## config.mk

```make
export PLATFORM = sky130hd
export DESIGN_NAME = sd_card_init_sequencer_core
export DESIGN_NICKNAME = d
export VERILOG_FILES = /design/src/rtl/sdinit_pkg.sv /design/src/rtl/sd_card_init_sequencer_core.sv
export SDC_FILE = /design/constraint.sdc
export NUM_CORES = 1
export LEC_CHECK = 0
export BUFFER_PORTS_ARGS = -buffer_cell sky130_fd_sc_hd__clkbuf_2
export CAP_MARGIN = 10
export CORE_ASPECT_RATIO = 0.6
export CORE_MARGIN = 2
export CORE_UTILIZATION = 55
export DETAILED_ROUTE_END_ITERATION = 12
export PLACE_DENSITY = 0.82
export SYNTH_ARGS = -nofsm -noshare
export SYNTH_HDL_FRONTEND = slang
export SYNTH_SLANG_ARGS = --single-unit
```

## constraint.sdc

```tcl
create_clock -name clock -period 13.94 [get_ports clock]
set_input_delay 2.788 -clock clock [delete_from_list [all_inputs] [get_ports clock]]
set_output_delay 2.788 -clock clock [all_outputs]
set_load 0.02 [all_outputs]
```

## src/rtl/sdinit_pkg.sv

```systemverilog
// Package for the SD card init sequencer core: phase, status and command codes.
// No dependencies; imported by sd_card_init_sequencer_core.
package sdinit_pkg;

   typedef enum logic [3:0] {
      PH_IDLE  = 4'd0,
      PH_W0    = 4'd1,
      PH_W8    = 4'd2,
      PH_W55   = 4'd3,
      PH_W41   = 4'd4,
      PH_W2    = 4'd5,
      PH_W3    = 4'd6,
      PH_W9    = 4'd7,
      PH_W7    = 4'd8,
      PH_READY = 4'd9,
      PH_ERR   = 4'd10,
      PH_TMO   = 4'd11
   } phase_type;

   typedef enum logic [2:0] {
      SEQ_BUSY     = 3'd0,
      SEQ_READY    = 3'd1,
      SEQ_ERROR    = 3'd2,
      SEQ_TIMEOUT  = 3'd3,
      SEQ_TRANSFER = 3'd4
   } seq_status_type;

   typedef enum logic [1:0] {
      REQ_START    = 2'd0,
      REQ_COMPLETE = 2'd1,
      REQ_TRANSFER = 2'd2,
      REQ_NONE     = 2'd3
   } req_kind_type;

   localparam logic [1:0] CMD_STATUS_OK  = 2'd0;
   localparam logic [1:0] CMD_STATUS_ERR = 2'd1;
   localparam logic [1:0] CMD_STATUS_TMO = 2'd2;
   localparam logic [1:0] CMD_STATUS_BAD = 2'd3;

   localparam logic [1:0] RESP_NONE  = 2'd0;
   localparam logic [1:0] RESP_R136  = 2'd1;
   localparam logic [1:0] RESP_R48   = 2'd2;
   localparam logic [1:0] RESP_R48B  = 2'd3;

   localparam logic [5:0] CMD_CARD_RESET  = 6'd0;
   localparam logic [5:0] CMD_GET_CID     = 6'd2;
   localparam logic [5:0] CMD_SEND_RCA    = 6'd3;
   localparam logic [5:0] CMD_SELECT      = 6'd7;
   localparam logic [5:0] CMD_SEND_IF     = 6'd8;
   localparam logic [5:0] CMD_GET_CSD     = 6'd9;
   localparam logic [5:0] CMD_READ_BLOCK  = 6'd17;
   localparam logic [5:0] CMD_WRITE_BLOCK = 6'd24;
   localparam logic [5:0] CMD_SD_SEND_OP  = 6'd41;
   localparam logic [5:0] CMD_APP_PREFIX  = 6'd55;

   localparam logic [31:0] IF_COND_ARG  = 32'h0000_01AA;
   localparam logic [11:0] IF_ECHO      = 12'h1AA;
   localparam logic [31:0] OCR_ARG_HCS  = 32'h40FF_8000;
   localparam logic [31:0] OCR_ARG_SDSC = 32'h00FF_8000;
   localparam logic [7:0]  RETRIES_RST  = 8'd100;

   localparam int IN_DATA_W  = 200;
   localparam int OUT_DATA_W = 96;

   typedef struct packed {
      logic           cmd_valid;
      logic [5:0]     cmd_index;
      logic [31:0]    cmd_arg;
      logic [1:0]     resp_kind;
      logic           has_data;
      logic           read_dir;
      seq_status_type seq_status;
      logic           high_capacity;
      logic [15:0]    card_address;
      logic [31:0]    total_sectors;
      logic           run_end;
   } rsp_type;

endpackage

```

## src/rtl/sd_card_init_sequencer_core.sv

```systemverilog
// SD card init sequencer core: bring-up command sequence and single-block transfer issue.
// Depends on sdinit_pkg.
//
//  channel | dir | handshake             | payload
//  req     | in  | req_tvalid/req_tready | req_tdata, req_tuser (request kind), req_tlast
//  rsp     | out | rsp_tvalid/rsp_tready | rsp_tdata, rsp_tlast (run end)
//  csr     | in  | csr_valid/csr_ready   | csr_data (op_cond_retries)
//
// One word in, one word out. A word is registered in the input register, the
// sequencer step runs between it and the output register; one word per cycle
// sustained while rsp_tready holds. Each stage holds while the stage after it is
// full and stalled. Synchronous reset clears phase, card info and both valids;
// csr_ready is always high.
module sd_card_init_sequencer_core
   import sdinit_pkg::*;
(
   input  logic                  clock,
   input  logic                  reset,
   input  logic                  req_tvalid,
   output logic                  req_tready,
   // [1:0] cmd_status, [33:2] resp_word0, [65:34] resp_word1, [97:66] resp_word2,
   // [129:98] resp_word3, [161:130] start_sector, [193:162] block_offset,
   // [194] write_dir, [199:195] zero
   input  logic [IN_DATA_W-1:0]  req_tdata,
   // [1:0] req_type
   input  logic [1:0]            req_tuser,
   input  logic                  req_tlast,
   output logic                  rsp_tvalid,
   input  logic                  rsp_tready,
   // [0] cmd_valid, [6:1] cmd_index, [38:7] cmd_arg, [40:39] resp_kind, [41] has_data,
   // [42] read_dir, [45:43] seq_status, [46] high_capacity, [62:47] card_address,
   // [94:63] total_sectors, [95] zero
   output logic [OUT_DATA_W-1:0] rsp_tdata,
   output logic                  rsp_tlast,
   input  logic                  csr_valid,
   output logic                  csr_ready,
   input  logic [7:0]            csr_data
);

   logic                 in_valid_ff;
   logic [IN_DATA_W-1:0] in_data_ff;
   logic [1:0]           in_type_ff;
   logic                 in_last_ff;

   phase_type   phase_ff, phase_in;
   logic        is_v2_ff, is_v2_in;
   logic        hc_ff, hc_in;
   logic [15:0] rca_ff, rca_in;
   logic [31:0] sectors_ff, sectors_in;
   logic [7:0]  retries_ff, retries_in;
   logic [7:0]  op_retries_ff;

   logic    out_valid_ff;
   rsp_type out_ff, out_in;

   logic out_free;
   logic advance;

   logic [1:0]  f_status;
   logic [31:0] f_w0, f_w1, f_w2, f_w3, f_sector, f_offset;
   logic        f_wr;
   logic        ok;
   logic [31:0] blk_addr;
   logic [22:0] csize_p1;

   assign f_status = in_data_ff[1:0];
   assign f_w0     = in_data_ff[33:2];
   assign f_w1     = in_data_ff[65:34];
   assign f_w2     = in_data_ff[97:66];
   assign f_w3     = in_data_ff[129:98];
   assign f_sector = in_data_ff[161:130];
   assign f_offset = in_data_ff[193:162];
   assign f_wr     = in_data_ff[194];

   assign ok       = (f_status == CMD_STATUS_OK);
   assign blk_addr = f_sector + f_offset;
   assign csize_p1 = {1'b0, f_w2[5:0], f_w1[31:16]} + 23'd1;

   assign out_free   = !out_valid_ff || rsp_tready;
   assign advance    = in_valid_ff && out_free;
   assign req_tready = !in_valid_ff || out_free;
   assign csr_ready  = 1'b1;

   always_ff @(posedge clock) begin
      if (reset) begin
         in_valid_ff <= 1'b0;
      end else if (req_tready) begin
         in_valid_ff <= req_tvalid;
      end
      if (req_tvalid && req_tready) begin
         in_data_ff <= req_tdata;
         in_type_ff <= req_tuser;
         in_last_ff <= req_tlast;
      end
   end

   always_ff @(posedge clock) begin
      if (reset) begin
         op_retries_ff <= RETRIES_RST;
      end else if (csr_valid) begin
         op_retries_ff <= csr_data;
      end
   end

   always_ff @(posedge clock) begin
      if (reset) begin
         phase_ff   <= PH_IDLE;
         is_v2_ff   <= 1'b0;
         hc_ff      <= 1'b0;
         rca_ff     <= '0;
         sectors_ff <= '0;
         retries_ff <= '0;
      end else if (advance) begin
         phase_ff   <= phase_in;
         is_v2_ff   <= is_v2_in;
         hc_ff      <= hc_in;
         rca_ff     <= rca_in;
         sectors_ff <= sectors_in;
         retries_ff <= retries_in;
      end
   end

   always_comb begin
      phase_in   = phase_ff;
      is_v2_in   = is_v2_ff;
      hc_in      = hc_ff;
      rca_in     = rca_ff;
      sectors_in = sectors_ff;
      retries_in = retries_ff;
      out_in     = '0;

      unique case (req_kind_type'(in_type_ff))
         REQ_START: begin
            is_v2_in         = 1'b0;
            out_in.cmd_valid = 1'b1;
            out_in.cmd_index = CMD_CARD_RESET;
            out_in.resp_kind = RESP_NONE;
            phase_in         = PH_W0;
         end
         REQ_COMPLETE: begin
            unique case (phase_ff)
               PH_W0: begin
                  out_in.cmd_valid = 1'b1;
                  out_in.cmd_index = CMD_SEND_IF;
                  out_in.cmd_arg   = IF_COND_ARG;
                  out_in.resp_kind = RESP_R48;
                  phase_in         = PH_W8;
               end
               PH_W8: begin
                  if (ok && f_w0[11:0] == IF_ECHO) begin
                     is_v2_in = 1'b1;
                  end
                  retries_in       = op_retries_ff;
                  out_in.cmd_valid = 1'b1;
                  out_in.cmd_index = CMD_APP_PREFIX;
                  out_in.cmd_arg   = {rca_ff, 16'h0000};
                  out_in.resp_kind = RESP_R48;
                  phase_in         = PH_W55;
               end
               PH_W55, PH_W41: begin
                  if (ok && phase_ff == PH_W55) begin
                     out_in.cmd_valid = 1'b1;
                     out_in.cmd_index = CMD_SD_SEND_OP;
                     out_in.cmd_arg   = is_v2_ff ? OCR_ARG_HCS : OCR_ARG_SDSC;
                     out_in.resp_kind = RESP_R48;
                     phase_in         = PH_W41;
                  end else if (ok && phase_ff == PH_W41 && f_w0[31]) begin
                     hc_in            = f_w0[30];
                     out_in.cmd_valid = 1'b1;
                     out_in.cmd_index = CMD_GET_CID;
                     out_in.resp_kind = RESP_R136;
                     phase_in         = PH_W2;
                  end else if (retries_ff == 8'd0) begin
                     phase_in = PH_TMO;
                  end else begin
                     retries_in       = retries_ff - 8'd1;
                     out_in.cmd_valid = 1'b1;
                     out_in.cmd_index = CMD_APP_PREFIX;
                     out_in.cmd_arg   = {rca_ff, 16'h0000};
                     out_in.resp_kind = RESP_R48;
                     phase_in         = PH_W55;
                  end
               end
               PH_W2: begin
                  if (ok) begin
                     out_in.cmd_valid = 1'b1;
                     out_in.cmd_index = CMD_SEND_RCA;
                     out_in.resp_kind = RESP_R48;
                     phase_in         = PH_W3;
                  end else begin
                     phase_in = PH_ERR;
                  end
               end
               PH_W3: begin
                  if (ok) begin
                     rca_in           = f_w0[31:16];
                     out_in.cmd_valid = 1'b1;
                     out_in.cmd_index = CMD_GET_CSD;
                     out_in.cmd_arg   = {f_w0[31:16], 16'h0000};
                     out_in.resp_kind = RESP_R136;
                     phase_in         = PH_W9;
                  end else begin
                     phase_in = PH_ERR;
                  end
               end
               PH_W9: begin
                  // CSD v2 only: (C_SIZE + 1) * 1024, wraps at 32 bits
                  if (ok && f_w3[31:30] == 2'b01) begin
                     sectors_in = {csize_p1[21:0], 10'd0};
                  end
                  out_in.cmd_valid = 1'b1;
                  out_in.cmd_index = CMD_SELECT;
                  out_in.cmd_arg   = {rca_ff, 16'h0000};
                  out_in.resp_kind = RESP_R48B;
                  phase_in         = PH_W7;
               end
               PH_W7: begin
                  phase_in = ok ? PH_READY : PH_ERR;
               end
               default: begin
               end
            endcase
         end
         REQ_TRANSFER: begin
            if (phase_ff == PH_READY) begin
               out_in.cmd_valid = 1'b1;
               out_in.cmd_index = f_wr ? CMD_WRITE_BLOCK : CMD_READ_BLOCK;
               out_in.cmd_arg   = hc_ff ? blk_addr : {blk_addr[22:0], 9'd0};
               out_in.resp_kind = RESP_R48;
               out_in.has_data  = 1'b1;
               out_in.read_dir  = !f_wr;
               out_in.run_end   = in_last_ff;
            end
         end
         default: begin
         end
      endcase

      if (out_in.has_data) begin
         out_in.seq_status = SEQ_TRANSFER;
      end else if (phase_in == PH_READY) begin
         out_in.seq_status = SEQ_READY;
      end else if (phase_in == PH_ERR) begin
         out_in.seq_status = SEQ_ERROR;
      end else if (phase_in == PH_TMO) begin
         out_in.seq_status = SEQ_TIMEOUT;
      end else begin
         out_in.seq_status = SEQ_BUSY;
      end
      out_in.high_capacity = hc_in;
      out_in.card_address  = rca_in;
      out_in.total_sectors = sectors_in;
   end

   always_ff @(posedge clock) begin
      if (reset) begin
         out_valid_ff <= 1'b0;
      end else if (out_free) begin
         out_valid_ff <= in_valid_ff;
      end
      if (advance) begin
         out_ff <= out_in;
      end
   end

   assign rsp_tvalid = out_valid_ff;
   assign rsp_tlast  = out_ff.run_end;
   assign rsp_tdata  = {1'b0, out_ff.total_sectors, out_ff.card_address,
                        out_ff.high_capacity, out_ff.seq_status, out_ff.read_dir,
                        out_ff.has_data, out_ff.resp_kind, out_ff.cmd_arg,
                        out_ff.cmd_index, out_ff.cmd_valid};

   a_idle_fields_zero: assert property (@(posedge clock) disable iff (reset)
      rsp_tvalid && !out_ff.cmd_valid |->
         out_ff.cmd_index == '0 && out_ff.cmd_arg == '0 && out_ff.resp_kind == RESP_NONE)
      else $error("command fields set without a command");

   a_data_status: assert property (@(posedge clock) disable iff (reset)
      rsp_tvalid |-> out_ff.has_data == (out_ff.seq_status == SEQ_TRANSFER))
      else $error("transfer status and data flag disagree");

   a_run_end_data: assert property (@(posedge clock) disable iff (reset)
      rsp_tvalid && out_ff.run_end |-> out_ff.has_data)
      else $error("run end without a transfer");

   a_phase_holds: assert property (@(posedge clock) disable iff (reset)
      !advance |=> phase_ff == $past(phase_ff))
      else $error("phase moved without a word");

   a_transfer_ready: assert property (@(posedge clock) disable iff (reset)
      advance && out_in.has_data |-> phase_ff == PH_READY)
      else $error("transfer issued before ready");

endmodule
```

After elaboration in Yosys (flattened, before gate mapping)
Index checks and enable logic that the tools add are counted.
{"block": "classes", "addsub": 3, "eq_ne": 21, "n_mux": 47, "reduce_logical": 24}
{"op": "$mux 32", "count": 5}
{"op": "$pmux 32 s4", "count": 1}
{"op": "$mux 41", "count": 3}
{"op": "$pmux 32 s2", "count": 1}
{"op": "$mux 16", "count": 3}
{"op": "$mux 43", "count": 1}
{"op": "$pmux 7 s6", "count": 1}
{"op": "$add 32x32->32", "count": 1}
{"op": "$mux 31", "count": 1}
{"op": "$pmux 4 s7", "count": 1}
{"op": "$mux 4", "count": 6}
{"op": "$mux 8", "count": 3}
{"op": "$add 22x1->22 const B", "count": 1}
{"op": "$pmux 7 s3", "count": 1}
{"op": "$eq 4x4->1 const B", "count": 5}
{"op": "$eq 4x3->1 const B", "count": 4}
{"op": "$pmux 8 s2", "count": 1}
{"op": "$mux 7", "count": 2}
{"op": "$eq 12x9->1 const B", "count": 1}
{"op": "$mux 2", "count": 6}
{"op": "$pmux 2 s5", "count": 1}
{"op": "$eq 4x2->1 const B", "count": 2}
{"op": "$logic_not 8->1", "count": 1}
{"op": "$ne 2x2->1 const B", "count": 4}
{"op": "other kinds (18)", "count": 39}
{"block": "totals", "register_bits": 366, "word_cells": 119}

Longest topological paths before layout
{"block": "depth", "depth_word": 11, "mapped_depth": 12, "ltp_nobuf": 11}

Least setup slack after synthesis
OpenSTA, ideal clock, no wires.
{"block": "synth_timing", "path_type": "input -> register", "start": "input port rsp_tready", "end": "register out_ff, in the netlist rsp_tdata[0], enable pin", "arrival_time_ps": 6312, "required_ps": 13443, "setup_slack_ps": 7131, "stages": 6, "path_buffers": 3, "path_cell_list": "nor2b_1 -> nand2b_1 -> clkbuf_1 -> inv_1 -> clkbuf_1 -> buf_1"}
{"block": "synth_via", "elab_chain_len": 2}
{"item": "from (decl)", "line": "sd_card_init_sequencer_core.sv:29", "source": "input logic rsp_tready,"}
{"item": "$logic_or 1x1->1", "line": "sd_card_init_sequencer_core.sv:79", "source": "assign out_free = !out_valid_ff || rsp_tready;"}
{"item": "$logic_and 1x1->1", "line": "sd_card_init_sequencer_core.sv:80", "source": "assign advance = in_valid_ff && out_free;"}
{"item": "via advance", "line": "sd_card_init_sequencer_core.sv:57", "source": "logic advance;"}
{"item": "to (signal assigned)", "line": "sd_card_init_sequencer_core.sv:262", "source": "out_ff <= out_in;"}
{"item": "to (decl)", "line": "sd_card_init_sequencer_core.sv:54", "source": "rsp_type out_ff, out_in;"}
The timed path passes the listed nets, and every way through them passes these cells.
A chain may end at the register's enable or synchronous reset.

Final worst setup path
{"block": "layout_timing", "start": "input port rsp_tready", "end": "output port req_tready"}
{"block": "layout_via", "elab_chain_len": 2}
{"item": "$logic_or 1x1->1", "line": "sd_card_init_sequencer_core.sv:79"}
{"item": "$logic_or 1x1->1", "line": "sd_card_init_sequencer_core.sv:81", "source": "assign req_tready = !in_valid_ff || out_free;"}
{"item": "to (decl)", "line": "sd_card_init_sequencer_core.sv:20", "source": "output logic req_tready,"}
No other way between the ends.

==> PnR_summary.wiki <==
{| class="wikitable"
! Metric !! Value
|-
| H-tree levels || 1
|-
| Clock transition at the register clock pins on the worst setup and hold paths after CTS || approximately 60 ps
|-
| First-pass GRT wire length || around 50 mm
|-
| Fraction of layout instances using a drive strength above 1 || 0.2419
|-
| Count of buffers inserted at the top-level ports || 232
|-
| Number of global-route vias before repair || 8818
|-
| Fin nets || 1593
|-
| Horizontal die dimension || 202.1 um
|-
| Ratio of final minimum period to clock period || 0.4412
|-
| Root buffer selected by CTS || sky130_fd_sc_hd__clkbuf_16
|-
| Prevailing post-synth register cell || sky130_fd_sc_hd__edfxtp_1
|-
| CTS Sinks || 290
|-
| Routed wire length per instance || 19.37 um
|-
| Setup repair after global routing missed its margin || false
|-
| Worst-Margin Slew || 1148 ps
|-
| Total of hold buffers inserted after clock tree synthesis || 0
|-
| Biggest area consumer among synthesized cells || sky130_fd_sc_hd__edfxtp_1
|-
| FF+latch count, synth || 290
|-
| Final count of negative-setup-slack endpoints || 0
|-
| Number of flops mapped to enable cells by yosys || between 200 and 250
|-
| HPWL Detailed || 22.67 mm
|-
| TritonCTS clock tree || done
|-
| Pleak || around 6 nW
|-
| Remaining antenna violation count || 0
|-
| Number of hold violations in the final report || 0
|-
| Remaining max-slew budget at the tightest pin || 0.2349
|-
| P&R area growth vs syn || 18.80%
|-
| Initial DRC count || 1073
|-
| Setup TNS || 0 ps
|-
| Final setup skew || between 20 and 30 ps
|-
| Worst slack after detailed placement || 7780 ps
|-
| Initial core utilization || 0.5598
|-
| Dominant cells by area after synthesis || sky130_fd_sc_hd__edfxtp_1, sky130_fd_sc_hd__dfxtp_1, sky130_fd_sc_hd__nand2_1
|-
| Count of maximum capacitance violations || 0
|-
| Result of the run || complete, no violations
|-
| Total design power || 0.001985 W
|-
| Post-route setup slack || between 7000 and 8000 ps
|-
| Post-synthesis cell count || roughly 1100
|-
| Clk Latency, worst-skew pair || 570 ps
|-
| Die Area || 24830 um2
|-
| Number of vias in the routed layout || between 9000 and 10000
|-
| Row count || 43
|-
| Maximum number of pins on one net before global-route repair || 86
|-
| Maximum net fanout on the critical path || 4
|-
| Startpoint kind of the worst setup timing path || input port
|-
| RD Place Congestion || 0.9599
|-
| Syn Area/Cell || 11.58 um2
|-
| WL final || 32.46 mm
|-
| Post-CTS repair timing setup buffer count || 0
|-
| WP data arrival || 3360 ps
|-
| Worst Setup Path Type || input port to output pin
|-
| Worst setup EP type || output pin
|-
| Aggregate global-route resource usage || 0.2576
|-
| Inserted Clock Buffers || 28
|-
| Class of the tightest hold or removal check || flip-flop to flip-flop
|-
| Count of warnings emitted by yosys || 0
|-
| Tmin final || 6151 ps
|-
| Total congestion overflow after global routing || 0
|-
| Fin Hold WS || 454.2 ps
|-
| Share of synthesized registers carrying an async set or reset || 0
|-
| Ratio of total power to cell area || 129.0 nW/um2
|-
| Maximum number of buffers from clock root to sink || 3
|-
| Timing-limited maximum frequency || 162.6 MHz
|-
| Post-synthesis sequential area ratio || 0.6168
|-
| Synth Net Count || 1372
|-
| Count of instances resized after the clock tree is built || 0
|-
| Area share of the largest cell type after synthesis || 0.5055
|-
| Floorplan core area || 23130 um2
|-
| Detailed-routing iteration count for the pre-antenna-repair pass || 8
|-
| Number of antenna violations at the first check in global routing || 1
|-
| Peak supply drop || 0.1250 mV
|-
| Synthesized cell area || approximately 13000 um2
|-
| Data required, critical path || 11150 ps
|-
| Die Y || 122.9 um
|-
| # DRC || 0
|-
| Via/cell ratio || between 5 and 6
|-
| Number of placed I/O pins || between 300 and 400
|-
| Number of max-slew violations in the final report || 0
|-
| Netlist cell types || 76
|}
-- synthesized netlist by cell type (4+ instances only) --
cell,n
sky130_fd_sc_hd__a211o_1,4
sky130_fd_sc_hd__a211oi_1,25
sky130_fd_sc_hd__a21o_1,15
sky130_fd_sc_hd__a21oi_1,87
sky130_fd_sc_hd__a21oi_2,6
sky130_fd_sc_hd__a221oi_1,4
sky130_fd_sc_hd__a222oi_1,4
sky130_fd_sc_hd__a22oi_1,6
sky130_fd_sc_hd__and2_1,29
sky130_fd_sc_hd__and3_1,7
sky130_fd_sc_hd__buf_2,10
sky130_fd_sc_hd__clkbuf_1,36
sky130_fd_sc_hd__dfxtp_1,72
sky130_fd_sc_hd__edfxtp_1,218
sky130_fd_sc_hd__ha_1,37
sky130_fd_sc_hd__inv_1,16
sky130_fd_sc_hd__mux2_2,18
sky130_fd_sc_hd__mux2i_1,14
sky130_fd_sc_hd__nand2_1,129
sky130_fd_sc_hd__nand2b_1,5
sky130_fd_sc_hd__nand3_1,16
sky130_fd_sc_hd__nand4_1,8
sky130_fd_sc_hd__nor2_1,117
sky130_fd_sc_hd__nor2b_1,16
sky130_fd_sc_hd__nor3_1,16
sky130_fd_sc_hd__o21a_1,5
sky130_fd_sc_hd__o21ai_0,63
sky130_fd_sc_hd__o21ai_1,5
sky130_fd_sc_hd__o22ai_1,10
sky130_fd_sc_hd__or3_1,4
sky130_fd_sc_hd__xnor2_1,19
sky130_fd_sc_hd__xor2_1,31
-- area by class of cell --
type / instances / area [um2]
antenna: 1 / 2.502
clock buffer: 46 / 943.4
clock inverter: 5 / 61.31
fill: 1733 / 7749
inverter: 18 / 70.07
multi-input combinational: 759 / 4691
sequential: 290 / 7988
tap: 315 / 394.1
timing repair buffer: 242 / 1236
-- stage by stage --
| stage | cell area, um2 | util | cells |
|---|---|---|---|
| 2_1_floorplan | 12950 | - | 1118 |
| 3_3_place_gp | 14380 | 0.6215 | 1624 |
| 3_5_place_dp | 14380 | 0.6215 | 1624 |
| 4_1_cts | 15380 | 0.6650 | 1675 |
| 5_1_grt | 15380 | 0.6650 | 1675 |
| 6_report | 15390 | 0.6651 | 1676 |
-- per-layer routing --
metal,vias to the layer above,share of wire,global-route usage,routed length [um]
met5,-,0,0,0
met4,0,0.019,0.05429,608
met3,50,0.10,0.06293,3309
met2,497,0.43,0.3679,13800
met1,4589,0.45,0.3977,14740
li1,4542,-,-,-
-- path summary, 6_finish.rpt --
| kind | start | end | slack, ps | cells after the start |
|---|---|---|---|---|
| min reg2reg | sectors_ff[1] | sectors_ff[1] | 450 | 1 |
| max | rsp_tready | req_tready | 7790 | 4 |
| max reg2reg | phase_ff[2] | sectors_ff[7] | 10370 | 7 |
| min | sectors_ff[1] | sectors_ff[1] | 450 | 1 |
-- critical path, stage by stage --
cell and delay (ps):
sky130_fd_sc_hd__clkbuf_2 80, sky130_fd_sc_hd__nor2b_1 210, sky130_fd_sc_hd__nand2_1 120, sky130_fd_sc_hd__clkbuf_2 170
-- where the power goes --
group | switching [W] | internal, W
sequential | 0.0000171 | 0.000965
combinational | 0.000128 | 0.0000684
clock | 0.000326 | 0.000480
-- sequential cells by signal (all words and copies together) (netlist names) --
| name | flops |
|---|---|
| hc_ff | 1 |
| in_last_ff | 1 |
| rca_ff | 16 |
| phase_ff | 4 |
| in_type_ff | 2 |
| rsp_tlast | 1 |
| rsp_tvalid | 1 |
| in_valid_ff | 1 |
| retries_ff | 8 |
| rsp_tdata | 95 |
| in_data_ff | 119 |
| op_retries_ff | 8 |
| is_v2_ff | 1 |
| sectors_ff | 32 |
-- cells in the final DEF (no fill, tap or decap), types with 19 or more instances in the layout --
| cell type | n |
|---|---|
| sky130_fd_sc_hd__dfxtp_1 | 72 |
| sky130_fd_sc_hd__clkbuf_16 | 32 |
| sky130_fd_sc_hd__edfxtp_1 | 218 |
| sky130_fd_sc_hd__nor2_1 | 117 |
| sky130_fd_sc_hd__xor2_1 | 31 |
| sky130_fd_sc_hd__xnor2_1 | 19 |
| sky130_fd_sc_hd__a211oi_1 | 25 |
| sky130_fd_sc_hd__ha_1 | 37 |
| sky130_fd_sc_hd__clkbuf_2 | 232 |
| sky130_fd_sc_hd__a21oi_1 | 87 |
| sky130_fd_sc_hd__o21ai_0 | 63 |
| sky130_fd_sc_hd__nand2_1 | 129 |
| sky130_fd_sc_hd__and2_1 | 28 |
-- kinds of logic after synthesis --
| group | after synthesis | share of synthesized area |
|---|---|---|
| and+or+nand+nor | 371 | 0.1325 |
| adders and majority gates | 38 | 0.03729 |
| buffers and inverters | 69 | 0.02212 |
| DFF | 290 | 0.6168 |
| xor gates and xnor gates | 50 | 0.03381 |
| muxes | 32 | 0.02647 |
| AOI/OAI and AO/OA | 266 | 0.1305 |
| other | 2 | 0.0005799 |
Power figures use the tool's default switching activity.
